`src/mdau_pkg.sv`:
```
// Package for the multiply / divide / accumulate unit.
// Holds register codes, mode codes, state types and the core request struct.
// No dependencies.
`timescale 1ns / 1ps

package mdau_pkg;

    localparam int OPND_W = 16;
    localparam int PROD_W = 32;
    localparam int SUM_W  = 40;
    localparam int BYTE_W = 8;
    localparam int SEL_W  = 3;
    localparam int CNT_W  = 4;

    // Access kind
    localparam logic OP_WRITE = 1'b0;
    localparam logic OP_READ  = 1'b1;

    // Write selects
    localparam logic [SEL_W-1:0] WR_CTRL = 3'd0;
    localparam logic [SEL_W-1:0] WR_A_LO = 3'd1;
    localparam logic [SEL_W-1:0] WR_A_HI = 3'd2;
    localparam logic [SEL_W-1:0] WR_B_LO = 3'd3;
    localparam logic [SEL_W-1:0] WR_B_HI = 3'd4;

    // Read selects
    localparam logic [SEL_W-1:0] RD_SUM0   = 3'd0;
    localparam logic [SEL_W-1:0] RD_SUM1   = 3'd1;
    localparam logic [SEL_W-1:0] RD_SUM2   = 3'd2;
    localparam logic [SEL_W-1:0] RD_SUM3   = 3'd3;
    localparam logic [SEL_W-1:0] RD_SUM4   = 3'd4;
    localparam logic [SEL_W-1:0] RD_STATUS = 3'd5;

    localparam logic [BYTE_W-1:0] STATUS_OVERFLOW = 8'h80;

    // Arithmetic modes; modes two and three both accumulate
    localparam logic [1:0] MODE_MUL = 2'd0;
    localparam logic [1:0] MODE_DIV = 2'd1;

    // Control byte bit that clears the sum
    localparam int CTRL_CLEAR_BIT = 1;

    typedef enum logic [0:0] {
        ST_IDLE,
        ST_BUSY
    } top_state_t;

    typedef enum logic [1:0] {
        CORE_IDLE,
        CORE_STEP,
        CORE_FIX,
        CORE_DONE
    } core_state_t;

    typedef struct packed {
        logic start;
        logic divide;
    } core_req_t;

endpackage

```
`src/multiply_divide_accumulate_unit.sv`:
```
// Byte-wide register-mapped multiply / divide / accumulate unit.
// Operand registers, 40-bit sum, status and handshake; depends on mdau_pkg, mdau_serial_core.
// A result is offered the cycle after each transfer. The operand B high write runs the
// operation unless it is a divide by zero, which clears the sum instead: the input is
// held off for sixteen bit-serial core steps, a sign fixup and the sum update.
// Reset (synchronous, active low) clears operands, sum, overflow, mode, state and result valid.
`timescale 1ns / 1ps

module multiply_divide_accumulate_unit (
    input  logic                             aclk,
    input  logic                             aresetn,
    input  logic                             s_valid,
    output logic                             s_ready,
    input  logic                             s_opcode,
    input  logic [mdau_pkg::SEL_W-1:0]       s_reg_select,
    input  logic [mdau_pkg::BYTE_W-1:0]      s_write_data,
    output logic                             m_valid,
    input  logic                             m_ready,
    output logic [mdau_pkg::BYTE_W-1:0]      m_read_data
);

    mdau_pkg::top_state_t state_reg, state_next;

    logic [mdau_pkg::OPND_W-1:0] opa_reg, opa_next;
    logic [mdau_pkg::OPND_W-1:0] opb_reg, opb_next;
    logic [mdau_pkg::SUM_W-1:0]  sum_reg, sum_next;
    logic                        ovf_reg, ovf_next;
    logic [1:0]                  mode_reg, mode_next;
    logic                        mvalid_reg, mvalid_next;
    logic [mdau_pkg::BYTE_W-1:0] mdata_reg, mdata_next;

    logic                        take;
    logic                        wr;
    logic [mdau_pkg::OPND_W-1:0] opb_new;
    logic                        run_hit;
    logic                        div_zero;
    mdau_pkg::core_req_t         core_req;
    logic                        core_done;
    logic [mdau_pkg::PROD_W-1:0] core_result;
    logic [mdau_pkg::SUM_W:0]    acc_sum;
    logic [mdau_pkg::BYTE_W-1:0] rd_byte;

    assign take     = s_valid & s_ready;
    assign wr       = (s_opcode == mdau_pkg::OP_WRITE);
    assign opb_new  = {s_write_data, opb_reg[mdau_pkg::BYTE_W-1:0]};
    assign run_hit  = take & wr & (s_reg_select == mdau_pkg::WR_B_HI);
    assign div_zero = (mode_reg == mdau_pkg::MODE_DIV) && (opb_new == '0);

    assign acc_sum = {1'b0, sum_reg}
                   + {1'b0, {(mdau_pkg::SUM_W-mdau_pkg::PROD_W){core_result[mdau_pkg::PROD_W-1]}},
                      core_result};

    mdau_serial_core u_core (
        .aclk    (aclk),
        .aresetn (aresetn),
        .req     (core_req),
        .op_a    (opa_reg),
        .op_b    (opb_new),
        .done    (core_done),
        .result  (core_result)
    );

    // Next state
    always_comb begin
        state_next = state_reg;
        case (state_reg)
            mdau_pkg::ST_IDLE: begin
                if (core_req.start) state_next = mdau_pkg::ST_BUSY;
            end
            mdau_pkg::ST_BUSY: begin
                if (core_done) state_next = mdau_pkg::ST_IDLE;
            end
            default: state_next = mdau_pkg::ST_IDLE;
        endcase
    end

    // Outputs
    always_comb begin
        s_ready         = 1'b0;
        core_req.start  = 1'b0;
        core_req.divide = (mode_reg == mdau_pkg::MODE_DIV);
        case (state_reg)
            mdau_pkg::ST_IDLE: begin
                s_ready        = !mvalid_reg || m_ready;
                core_req.start = run_hit && !div_zero;
            end
            default: ;
        endcase
    end

    always_comb begin
        case (s_reg_select)
            mdau_pkg::RD_SUM0:   rd_byte = sum_reg[7:0];
            mdau_pkg::RD_SUM1:   rd_byte = sum_reg[15:8];
            mdau_pkg::RD_SUM2:   rd_byte = sum_reg[23:16];
            mdau_pkg::RD_SUM3:   rd_byte = sum_reg[31:24];
            mdau_pkg::RD_SUM4:   rd_byte = sum_reg[39:32];
            mdau_pkg::RD_STATUS: rd_byte = ovf_reg ? mdau_pkg::STATUS_OVERFLOW : 8'h00;
            default:             rd_byte = 8'h00;
        endcase
    end

    always_comb begin
        opa_next    = opa_reg;
        opb_next    = opb_reg;
        sum_next    = sum_reg;
        ovf_next    = ovf_reg;
        mode_next   = mode_reg;
        mvalid_next = mvalid_reg;
        mdata_next  = mdata_reg;

        // drop the result once taken, load a fresh one on each transfer
        if (m_ready) mvalid_next = 1'b0;
        if (take) begin
            mvalid_next = 1'b1;
            mdata_next  = wr ? 8'h00 : rd_byte;
        end

        if (take && wr) begin
            case (s_reg_select)
                mdau_pkg::WR_CTRL: begin
                    if (s_write_data[mdau_pkg::CTRL_CLEAR_BIT]) sum_next = '0;
                    mode_next = s_write_data[1:0];
                end
                mdau_pkg::WR_A_LO: opa_next[7:0]  = s_write_data;
                mdau_pkg::WR_A_HI: opa_next[15:8] = s_write_data;
                mdau_pkg::WR_B_LO: opb_next[7:0]  = s_write_data;
                mdau_pkg::WR_B_HI: begin
                    // core latches the operands at this edge, so clear B now, and A as well when dividing
                    opb_next = '0;
                    if (mode_reg == mdau_pkg::MODE_DIV) begin
                        opa_next = '0;
                        if (div_zero) sum_next = '0;
                    end
                end
                default: ;
            endcase
        end

        if (core_done) begin
            if (mode_reg == mdau_pkg::MODE_MUL || mode_reg == mdau_pkg::MODE_DIV) begin
                sum_next = {{(mdau_pkg::SUM_W-mdau_pkg::PROD_W){1'b0}}, core_result};
            end else begin
                sum_next = acc_sum[mdau_pkg::SUM_W-1:0];
                ovf_next = acc_sum[mdau_pkg::SUM_W];
            end
        end
    end

    always_ff @(posedge aclk) begin
        if (!aresetn) begin
            state_reg  <= mdau_pkg::ST_IDLE;
            opa_reg    <= '0;
            opb_reg    <= '0;
            sum_reg    <= '0;
            ovf_reg    <= 1'b0;
            mode_reg   <= mdau_pkg::MODE_MUL;
            mvalid_reg <= 1'b0;
        end else begin
            state_reg  <= state_next;
            opa_reg    <= opa_next;
            opb_reg    <= opb_next;
            sum_reg    <= sum_next;
            ovf_reg    <= ovf_next;
            mode_reg   <= mode_next;
            mvalid_reg <= mvalid_next;
        end
    end

    always_ff @(posedge aclk) begin
        mdata_reg <= mdata_next;
    end

    assign m_valid     = mvalid_reg;
    assign m_read_data = mdata_reg;

endmodule

```
`src/mdau_serial_core.sv`:
```
// Bit-serial arithmetic core: shift-add multiply and restoring divide.
// One bit per cycle over sixteen steps, then a sign fixup step.
// Depends on mdau_pkg.
`timescale 1ns / 1ps

module mdau_serial_core (
    input  logic                            aclk,
    input  logic                            aresetn,
    input  mdau_pkg::core_req_t             req,
    input  logic [mdau_pkg::OPND_W-1:0]     op_a,
    input  logic [mdau_pkg::OPND_W-1:0]     op_b,
    output logic                            done,
    output logic [mdau_pkg::PROD_W-1:0]     result
);

    mdau_pkg::core_state_t state_reg, state_next;

    logic [mdau_pkg::CNT_W-1:0]  cnt_reg, cnt_next;
    logic [mdau_pkg::OPND_W-1:0] hi_reg, hi_next;     // partial product / partial remainder
    logic [mdau_pkg::OPND_W-1:0] lo_reg, lo_next;     // multiplier / dividend-quotient shifter
    logic [mdau_pkg::OPND_W-1:0] oper_reg, oper_next; // multiplicand magnitude or divisor
    logic                        neg_reg, neg_next;
    logic                        div_reg, div_next;
    logic [mdau_pkg::PROD_W-1:0] res_reg, res_next;

    logic                        step_en;
    logic                        fix_en;
    logic [mdau_pkg::OPND_W-1:0] mag_a;
    logic [mdau_pkg::OPND_W-1:0] mag_b;
    logic [mdau_pkg::OPND_W:0]   mul_sum;
    logic [mdau_pkg::OPND_W+1:0] div_trial;
    logic [mdau_pkg::PROD_W-1:0] mag_prod;
    logic [mdau_pkg::OPND_W-1:0] quo_fix;
    logic [mdau_pkg::OPND_W-1:0] rem_fix;

    assign mag_a = op_a[mdau_pkg::OPND_W-1] ? (~op_a + 16'd1) : op_a;
    assign mag_b = op_b[mdau_pkg::OPND_W-1] ? (~op_b + 16'd1) : op_b;

    assign mul_sum   = {1'b0, hi_reg} + (lo_reg[0] ? {1'b0, oper_reg} : 17'd0);
    assign div_trial = {1'b0, hi_reg, lo_reg[mdau_pkg::OPND_W-1]} - {2'b00, oper_reg};
    assign mag_prod  = {hi_reg, lo_reg};

    // Floor division for a negative dividend: bump the quotient and fold the remainder
    always_comb begin
        if (!neg_reg) begin
            quo_fix = lo_reg;
            rem_fix = hi_reg;
        end else if (hi_reg != '0) begin
            quo_fix = ~lo_reg;
            rem_fix = oper_reg - hi_reg;
        end else begin
            quo_fix = ~lo_reg + 16'd1;
            rem_fix = '0;
        end
    end

    // Next state
    always_comb begin
        state_next = state_reg;
        case (state_reg)
            mdau_pkg::CORE_IDLE: begin
                if (req.start) state_next = mdau_pkg::CORE_STEP;
            end
            mdau_pkg::CORE_STEP: begin
                if (cnt_reg == '1) state_next = mdau_pkg::CORE_FIX;
            end
            mdau_pkg::CORE_FIX:  state_next = mdau_pkg::CORE_DONE;
            mdau_pkg::CORE_DONE: state_next = mdau_pkg::CORE_IDLE;
            default:             state_next = mdau_pkg::CORE_IDLE;
        endcase
    end

    // Outputs
    always_comb begin
        step_en = 1'b0;
        fix_en  = 1'b0;
        done    = 1'b0;
        case (state_reg)
            mdau_pkg::CORE_STEP: step_en = 1'b1;
            mdau_pkg::CORE_FIX:  fix_en  = 1'b1;
            mdau_pkg::CORE_DONE: done    = 1'b1;
            default: ;
        endcase
    end

    // Datapath
    always_comb begin
        cnt_next  = cnt_reg;
        hi_next   = hi_reg;
        lo_next   = lo_reg;
        oper_next = oper_reg;
        neg_next  = neg_reg;
        div_next  = div_reg;
        res_next  = res_reg;
        if (state_reg == mdau_pkg::CORE_IDLE && req.start) begin
            cnt_next = '0;
            hi_next  = '0;
            div_next = req.divide;
            if (req.divide) begin
                lo_next   = mag_a;
                oper_next = op_b;
                neg_next  = op_a[mdau_pkg::OPND_W-1];
            end else begin
                lo_next   = mag_b;
                oper_next = mag_a;
                neg_next  = op_a[mdau_pkg::OPND_W-1] ^ op_b[mdau_pkg::OPND_W-1];
            end
        end else if (step_en) begin
            cnt_next = cnt_reg + 4'd1;
            if (div_reg) begin
                // keep the trial difference when it did not go negative
                if (!div_trial[mdau_pkg::OPND_W+1]) begin
                    hi_next = div_trial[mdau_pkg::OPND_W-1:0];
                end else begin
                    hi_next = {hi_reg[mdau_pkg::OPND_W-2:0], lo_reg[mdau_pkg::OPND_W-1]};
                end
                lo_next = {lo_reg[mdau_pkg::OPND_W-2:0], ~div_trial[mdau_pkg::OPND_W+1]};
            end else begin
                hi_next = mul_sum[mdau_pkg::OPND_W:1];
                lo_next = {mul_sum[0], lo_reg[mdau_pkg::OPND_W-1:1]};
            end
        end else if (fix_en) begin
            if (div_reg) begin
                res_next = {rem_fix, quo_fix};
            end else begin
                res_next = neg_reg ? (~mag_prod + 32'd1) : mag_prod;
            end
        end
    end

    always_ff @(posedge aclk) begin
        if (!aresetn) begin
            state_reg <= mdau_pkg::CORE_IDLE;
        end else begin
            state_reg <= state_next;
        end
    end

    always_ff @(posedge aclk) begin
        cnt_reg  <= cnt_next;
        hi_reg   <= hi_next;
        lo_reg   <= lo_next;
        oper_reg <= oper_next;
        neg_reg  <= neg_next;
        div_reg  <= div_next;
        res_reg  <= res_next;
    end

    assign result = res_reg;

endmodule
```
`config.mk`:
```
export PLATFORM = sky130hd
export DESIGN_NAME = multiply_divide_accumulate_unit
export DESIGN_NICKNAME = d
export VERILOG_FILES = /design/src/mdau_pkg.sv /design/src/multiply_divide_accumulate_unit.sv /design/src/mdau_serial_core.sv
export SDC_FILE = /design/constraint.sdc
export NUM_CORES = 1
export LEC_CHECK = 0
export BUFFER_PORTS_ARGS = -buffer_cell sky130_fd_sc_hd__buf_2
export CELL_PAD_IN_SITES_DETAIL_PLACEMENT = 1
export CELL_PAD_IN_SITES_GLOBAL_PLACEMENT = 1
export CORE_ASPECT_RATIO = 2
export CORE_MARGIN = 3
export CORE_UTILIZATION = 54
export DETAILED_ROUTE_END_ITERATION = 16
export PLACE_DENSITY_LB_ADDON = 0.1
export SYNTH_ARGS = -nofsm -noshare
export SYNTH_HDL_FRONTEND = slang
export SYNTH_HIERARCHICAL = 1
export SYNTH_SLANG_ARGS = --single-unit
```
`constraint.sdc`:
```
create_clock -name aclk -period 8.3 [get_ports aclk]
set_input_delay 0.83 -clock aclk [delete_from_list [all_inputs] [get_ports aclk]]
set_output_delay 0.83 -clock aclk [all_outputs]
set_load 0.01 [all_outputs]
```
; After elaboration in Yosys (flattened, before gate mapping)
; Cells that the tools add are included.
[op_classes]
addsub = 9
eq_ne = 16
muxes = 43
n_bitwise = 14
reduce_logical = 28
[op_table]
columns = op, count
row1 = 16-bit two-way mux, 15
row2 = 40-bit two-way mux, 6
row3 = 40-bit case mux with 2 select lines, 1
row4 = 32-bit two-way mux, 2
row5 = 16-bit by 1-bit adder with 16-bit output (second input constant), 3
row6 = 16-bit NOT, 3
row7 = 8-bit case mux with 2 select lines, 3
row8 = 8-bit case mux with 6 select lines, 1
row9 = 40-bit by 40-bit adder with 41-bit output, 1
row10 = 32-bit by 1-bit adder with 32-bit output (second input constant), 1
row11 = 32-bit NOT, 1
row12 = 17-bit by 16-bit subtractor with 18-bit output, 1
row13 = 16-bit by 17-bit adder with 17-bit output, 1
row14 = 16-bit zero test, 1
row15 = 16-bit nonzero test, 1
row16 = 16-bit subtractor, 1
row17 = 2-bit nonzero test, 6
row18 = 1-bit two-way mux, 10
row19 = 3-bit AND reduction, 3
row20 = 8-bit two-way mux, 1
row21 = 2-bit case mux with 4 select lines, 1
row22 = 2-bit AND reduction, 4
row23 = 3-bit by 2-bit equality test with 1-bit output (second input constant), 2
row24 = 3-bit equality test (second input constant), 2
row25 = other kinds (20), 39
[word_totals]
ff_bits = 165
input_bits = 16

; Longest topological paths before layout
; Gate-level depths: netlist of run 1.
[logic_depth]
depth_word = 11
mapped_depth = 14
ltp_nobuf = 13

; Hierarchy
; The synthesis of run 1 kept the hierarchy.
[modules_own_cells]
columns = mod, n_inst, cells_each, area_each_um2, seq_area_each_um2
row1 = mdau_serial_core, 1, 848, 7527.2, 2422.3
row2 = multiply_divide_accumulate_unit, 1, 692, 5754.3, 1621.6

; Least setup slack after synthesis of run 1
; Ideal clock, no wire load.
[synth_timing]
kind = in2reg
from = input port s_reg_select[0] (netlist bit)
to = register u_core.div_reg (enable)
setup_ps = 390
t_arrival_ps = 3039
setup_slack_ps = 4872
path_stages = 9
cell_sequence = clkbuf_1 nor2_1 and2_1 clkbuf_1 o21ai_0 nor3_1 nand2_1 inv_1 clkbuf_1
[synth_lines]
columns = item, line
row1 = from (decl), multiply_divide_accumulate_unit.sv:15  ; input logic [mdau_pkg::SEL_W-1:0] s_reg_select,
row2 = to (signal assigned), mdau_serial_core.sv:145  ; div_reg <= div_next;
row3 = to (decl), mdau_serial_core.sv:23  ; logic div_reg, div_next;

==> results of run 1 <==
==> routing by layer <==
layer,up-vias,GRT usage
met4,0,0.2533
met3,167,0.05252
li1,5665,-
met2,295,0.6281
met1,5864,0.3296
met5,-,0
==> through the flow <==
stage | utilization | total power [mW] | std cells
after global routing | 0.5882 | 3.601 | 1818
after CTS | 0.5882 | 3.375 | 1818
after detailed placement | 0.5652 | 2.602 | 1786
after global placement | 0.5652 | 2.535 | 1786
final | 0.5882 | 3.386 | 1818
after floorplan | - | 2.183 | 1540
==> synthesized netlist by cell type, types with 9 or more instances <==
cell type,number
edfxtp_1,74
nor4_1,9
a31oi_1,9
mux2i_1,69
o21ai_0,94
nor3_1,28
o21a_1,12
a221oi_1,10
xor2_1,36
nand2b_1,12
a22o_1,12
a211oi_1,36
dfxtp_1,91
o31ai_1,22
a21oi_1,131
mux2_2,30
a21o_1,33
nand3_1,22
xnor2_1,66
nor2b_1,70
nand4_1,10
a22oi_1,21
nor2_1,133
o41ai_1,12
or3_1,14
ha_1,96
inv_1,67
clkbuf_1,70
and3_1,10
nand2_1,99
nor3b_1,9
==> worst reg2reg max path: stages, from the launching register on <==
cell       delay, ns
dfxtp_1         0.70
ha_1            0.33
nor2b_1         0.15
o31a_1          0.29
a21o_1          0.21
o41ai_1         0.61
a2bb2oi_1       0.42
o31a_1          0.54
nand2_1         0.11
a311o_1         0.33
a21oi_1         0.13
==> cells by family (layout without fill, tap and decap cells) <==
group / after synthesis / after routing / synth area share
AND/OR/NAND/NOR: 452 / 452 / 0.1721
adder cells (fa/ha/maj): 100 / 100 / 0.09647
AO/OA/AOI/OAI: 475 / 475 / 0.2390
XOR/XNOR: 102 / 102 / 0.06726
multiplexers: 100 / 100 / 0.07913
buffers and inverters: 146 / 137 / 0.04154
flip-flops: 165 / 165 / 0.3045
==> worst paths after layout <==
kind,startpoint,end,slack (ns),depth (start not counted)
worst max-delay path,s_reg_select[0],u_core/neg_reg,4.18,8
worst min-delay path,sum_reg[17],sum_reg[17],0.52,2
worst max register to register,u_core/hi_reg[0],u_core/hi_reg[1],4.40,10
worst min register to register,sum_reg[17],sum_reg[17],0.52,2
==> final cells by class <==
type                    instances  area [um2]  share of cell area
multi-input cells            1229        8706              0.6161
clock buffers                  19       432.9             0.03064
well taps                     287       359.1             0.02541
inverters                      69       259.0             0.01833
clock inverters                13       121.4            0.008589
repair buffers                 36       207.7             0.01470
flip-flops and latches        165        4045              0.2863
==> where the power goes <==
group          switching (mW)  total, mW  internal [mW]
registers               0.201       1.18          0.981
clock network           0.352      0.769          0.417
logic                   0.850       1.43          0.584
total                    1.40       3.39           1.98
==> run metrics, run 1 <==
Final #Nets 1634; drt first pass iters 7; max_slew headroom 0.2858; maximum VDD drop 0.1648 mV; HPWL after detailed placement 34820 um; met3 WL post-DR 1258 um; critical path peak fanout 44; run status finished clean; TritonCTS buffer count 17; final instance area 14130 um2; IO Count 26; Slowest cell on crit path inv_1; Leak 5.835 nW; setup slack after layout 4.185 ns; Die ar. 26630 um2; # port buffers 25; largest net degree at the start of global routing 58; Seq/Total Area, Yosys 0.3045; # diodes 0; Final min period 4.115 ns; unrepaired setup endpoints after global routing false; unique cell type count in the Yosys netlist 82; worst-margin pin slew 1.064 ns; Crit. End Element flop; DRC errors left 0; Routed WL 44810 um; DIE HEIGHT 227.8 um; critical path class input pin to flop; CP max stage delay 0.78 ns; Arr. time, crit path 4.18 ns; Post-CTS Setup Inserts 0; Setup WS pre-CTS 3.856 ns; total track usage 0.3430; CP Buf/Inv Count 3; mean post-synth cell area 8.624 um2; Area after DPL 13580 um2; H-Tree Depth 4; final hold vios 0; layout cell share with drive strength beyond 1 0.08034; Clock Path Buffers 2; area grow syn2layout 6.397%; Data required, critical path 8.37 ns; Vias 11991; Synth area leader edfxtp_1; clock skew 0.01129 ns; Top Layer Used met4; Hold Crit Class flop to flop; dominant cells by area after synthesis edfxtp_1 (17%), dfxtp_1 (14%), ha_1 (9.0%), mux2i_1 (5.2%), a21oi_1 (4.9%); # setup viols final 0; GRT overflow 0; Rows 80; commonest cells after routing, fill and taps aside nor2_1 (133), a21oi_1 (131), nand2_1 (99); initial antenna violation count 0; Post-synth EDFFs 74; DR iter-0 viols 681; FILL cells 2891; first-pass GRT wire length 70810 um; clock tree from TritonCTS done; number of flip-flops in the largest register 40; clock transition at the registers of the reported paths 0.06 ns; CTS resizes 0; cts hold-fix bufs 0; max-cap violations 0; vias in the first global route 12895; metal1 wirelength 15210 um; synthesis warning total 6; routed wl met2 24350 um; Async SR Flop Fraction 0; Worst setup SP type input pin; Tcrit/Tclk final 0.4958; Post-DRT Antenna Nets 0; most common cell after layout, fill and taps aside nor2_1; synthesized flop and latch total 165; root buf cell clkbuf_16; post-DR vias/cell 6.596; routability cong. 0.9453; Max Slew Vio Count 0; top-area cell type share of the netlist area 0.1673; post-synth net total 1656; CP top delay family simple AND/OR/NAND/NOR gates; Fmax achieved 243.0 MHz; cell area after synthesis 13280 um2; Top FF cell, synth dfxtp_1; setup tns final 0 ns; core area 24020 um2; Mapped Cells 1540; PD cells 239.6 nW/um2; worst hold slack 0.5243 ns; Critical Path, Cell by Cell buf_2, nor2_1, and2_1, o21ai_0, nor3_1, nand2_1, buf_4, inv_1; DR WL/cell 24.65 um; Die W 116.9 um; Skew-Pair Late Insertion Delay 0.45 ns; Starting Density 0.5529; # clock sinks 165
Note: power is estimated with default switching activity, not from simulation.
==> run 2, diff against run 1 <==
--- a/config.mk
+++ b/config.mk
@@ -5,12 +5,13 @@
 export SDC_FILE = /design/constraint.sdc
 export NUM_CORES = 1
 export LEC_CHECK = 0
+export ABC_AREA = 1
 export BUFFER_PORTS_ARGS = -buffer_cell sky130_fd_sc_hd__buf_2
 export CELL_PAD_IN_SITES_DETAIL_PLACEMENT = 1
 export CELL_PAD_IN_SITES_GLOBAL_PLACEMENT = 1
 export CORE_ASPECT_RATIO = 2
 export CORE_MARGIN = 3
-export CORE_UTILIZATION = 54
+export CORE_UTILIZATION = 46
 export DETAILED_ROUTE_END_ITERATION = 16
 export PLACE_DENSITY_LB_ADDON = 0.1
 export SYNTH_ARGS = -nofsm -noshare
==> constraint.sdc (replaced) <==
create_clock -name aclk -period 3.9 [get_ports aclk]
set_input_delay 0.39 -clock aclk [delete_from_list [all_inputs] [get_ports aclk]]
set_output_delay 0.39 -clock aclk [all_outputs]
set_load 0.01 [all_outputs]
==> run 2 against run 1 <==
Clock power increased by 130%. Synthesized area increased by 18%. Sequential share of layout area decreased by 4.6 points.
==> run metrics, run 2 <==
reg2reg setup slack 0.88 ns (-3.52 ns); Hold Crit Class input pin to flop; most common cell in the netlist nand2_1; Leak 8.380 nW (+44%); PD cells 583.3 nW/um2 (+140%); dominant cells by area after synthesis nand2_1 (18%), edfxtp_1 (14%), dfxtp_1 (12%), inv_1 (9.4%), ha_1 (7.6%); unrepaired setup endpoints after global routing false; Util after Layout 0.4993 (-0.08888); top-area cell type share of the netlist area 0.1823 (+0.01498); Top FF cell, synth dfxtp_1; max_slew headroom 0.3432 (+0.05731); critical path class flop to flop; Final Power 9.797 mW (+190%); Synth area leader nand2_1; run status finished clean; Async SR Flop Fraction 0 (unchanged); Post-CTS Setup Inserts 0 (unchanged); mean post-synth cell area 6.198 um2 (-28%); DIE HEIGHT 267.4 um (+17%); setup tns final 0 ns (unchanged); DR WL/cell 25.03 um (+1.6%); worst-margin pin slew 0.9853 ns (-0.07882 ns); number of flip-flops in the largest register 40 (unchanged); Data required, critical path 4.28 ns (-4.09 ns); CP max stage delay 0.49 ns (-0.29 ns); core area 33640 um2 (+40%); Rows 95 (+19%); CTS resizes 0 (unchanged); Clock Path Buffers 2 (unchanged); critical path peak fanout 5 (-89%); # clock sinks 165 (unchanged); synthesized flop and latch total 165 (unchanged); # port buffers 25 (unchanged); Setup WS pre-CTS 0.9914 ns (-2.865 ns); setup slack after layout 0.8822 ns (-3.303 ns); Max Slew Vio Count 0 (unchanged); vias in the first global route 18816 (+46%); Fmax achieved 331.4 MHz; Crit. End Element flop; first-pass GRT wire length 110600 um (+56%); Routed WL 74720 um (+67%); GRT overflow 0 (unchanged); most common cell after layout, fill and taps aside nand2_1; drt first pass iters 5 (-2); IO Count 26 (unchanged); DRC errors left 0 (unchanged); total track usage 0.4130 (+0.07000); DR iter-0 viols 967 (+42%); Vias 17487 (+46%); TritonCTS buffer count 17 (unchanged); Arr. time, crit path 3.40 ns (-0.78 ns); root buf cell clkbuf_16; final hold vios 0 (unchanged); Slowest cell on crit path fa_1; Final #Nets 2651 (+62%); routability cong. 1.099 (+16%); clock transition at the registers of the reported paths 0.09 ns (+0.03 ns); cts hold-fix bufs 0 (unchanged); clock skew 0.01830 ns (+0.007011 ns); Die W 136.7 um (+17%); H-Tree Depth 4 (unchanged); Post-DRT Antenna Nets 0 (unchanged); Skew-Pair Late Insertion Delay 0.46 ns (about the same); top cells by count, synth nand2_1 (763), inv_1 (392), nor2_1 (228); largest net degree at the start of global routing 47 (-19%); post-synth net total 2651 (+60%); layout cell share with drive strength beyond 1 0.06515 (-0.01519); area grow syn2layout 6.913%; HPWL after detailed placement 60700 um (+74%); Starting Density 0.4671 (-0.08580); Die ar. 36540 um2 (+37%); synthesis warning total 6 (unchanged); Seq/Total Area, Yosys 0.2574 (-0.04709); maximum VDD drop 0.4157 mV (+150%); cell area after synthesis 15710 um2 (+18%); Worst path most repeated cell nand3_1; Final min period 3.018 ns; Critical Path, Cell by Cell ha_1, fa_1, nand3_1, nand3_1, nand4_1, nand3_1, nand2_1, nand2_1, nand2_1, nand3_1, a21oi_1; unique cell type count in the Yosys netlist 59 (-28%); # setup viols final 0 (unchanged); initial antenna violation count 1 (+1); worst hold slack 0.2967 ns (-0.2276 ns); commonest cells after routing, fill and taps aside nand2_1 (763), inv_1 (392), nor2_1 (228); Mapped Cells 2535 (+65%); post-DR vias/cell 5.858 (-11%); Post-synth EDFFs 74 (unchanged); Tcrit/Tclk final 0.7738; Worst setup SP type flop; clock tree from TritonCTS done; max-cap violations 0 (unchanged)
==> run 2: cell types whose count changed after synthesis, sizes merged, moves of 30 or more <==
cell / previous run / this run
nand3: 22 / 219
inv: 67 / 411
nor2b: 70 / 0
xnor2: 66 / 5
o21ai: 96 / 140
mux2i: 69 / 0
nand2: 99 / 788
a21oi: 131 / 176
mux2: 30 / 0
nor2: 133 / 247
a211oi: 38 / 5
==> run 2: where the power goes <==
part,internal (mW),total (mW),switching [mW]
logic,1.55,5.21,3.66
registers,2.21,2.82,0.611
clock network,0.871,1.77,0.895
==> run 2: worst paths after layout <==
kind	startpoint	endpoint	cells past startpoint
hold reg to reg	opa_reg[6]	opa_reg[6]	2
hold / removal	s_opcode	state_reg	4
setup / recovery	u_core/result[0]	sum_reg[36]	11
setup reg to reg	u_core/result[0]	sum_reg[36]	11
==> run 2: cell families (layout without fill, tap and decap cells) <==
kind of cell / count (synthesis) / in the layout / share of synthesized area
simple gates: 1338 / 1338 / 0.3653
buf+inv: 480 / 493 / 0.1219
compound gates: 397 / 397 / 0.1432
flops: 165 / 165 / 0.2574
fa+ha+maj: 100 / 100 / 0.08155
xor+xnor: 55 / 55 / 0.03066
other cells: 0 / 1 / 0
==> run 2: worst max-delay path, delay by kind of cell (launching register included) <==
kind | cells | cell delay (ns)
simple gates | 8 | 1.56
fa+ha+maj | 2 | 0.81
flops | 1 | 0.41
compound gates | 1 | 0.15
==> run 2: cell type report <==
cell class | instances | area, um2
Fill cell | 4735 | 16840
Multi-Input combinational cell | 1890 | 9752
Sequential cell | 165 | 4044
Inverter | 414 | 1555
Tap cell | 436 | 545.5
Clock buffer | 17 | 425.4
Timing Repair Buffer | 47 | 290.3
Clock inverter | 15 | 182.7
Antenna cell | 1 | 2.502
==> run 2: through the flow <==
step	area, um2	std cells
after detailed placement	16190	2952
after floorplan	15710	2535
after CTS	16790	2984
after global routing	16790	2984
final	16800	2985
after global placement	16190	2952
==> run 2: routing by layer <==
layer | wire, um | share of wire | GRT usage | up-vias
met1 | 22120 | 0.30 | 0.3310 | 8321
met5 | 0 | 0 | 0 | -
met4 | 10900 | 0.15 | 0.4791 | 0
met2 | 38650 | 0.52 | 0.7486 | 555
li1 | - | - | - | 8205
met3 | 3054 | 0.041 | 0.08195 | 406
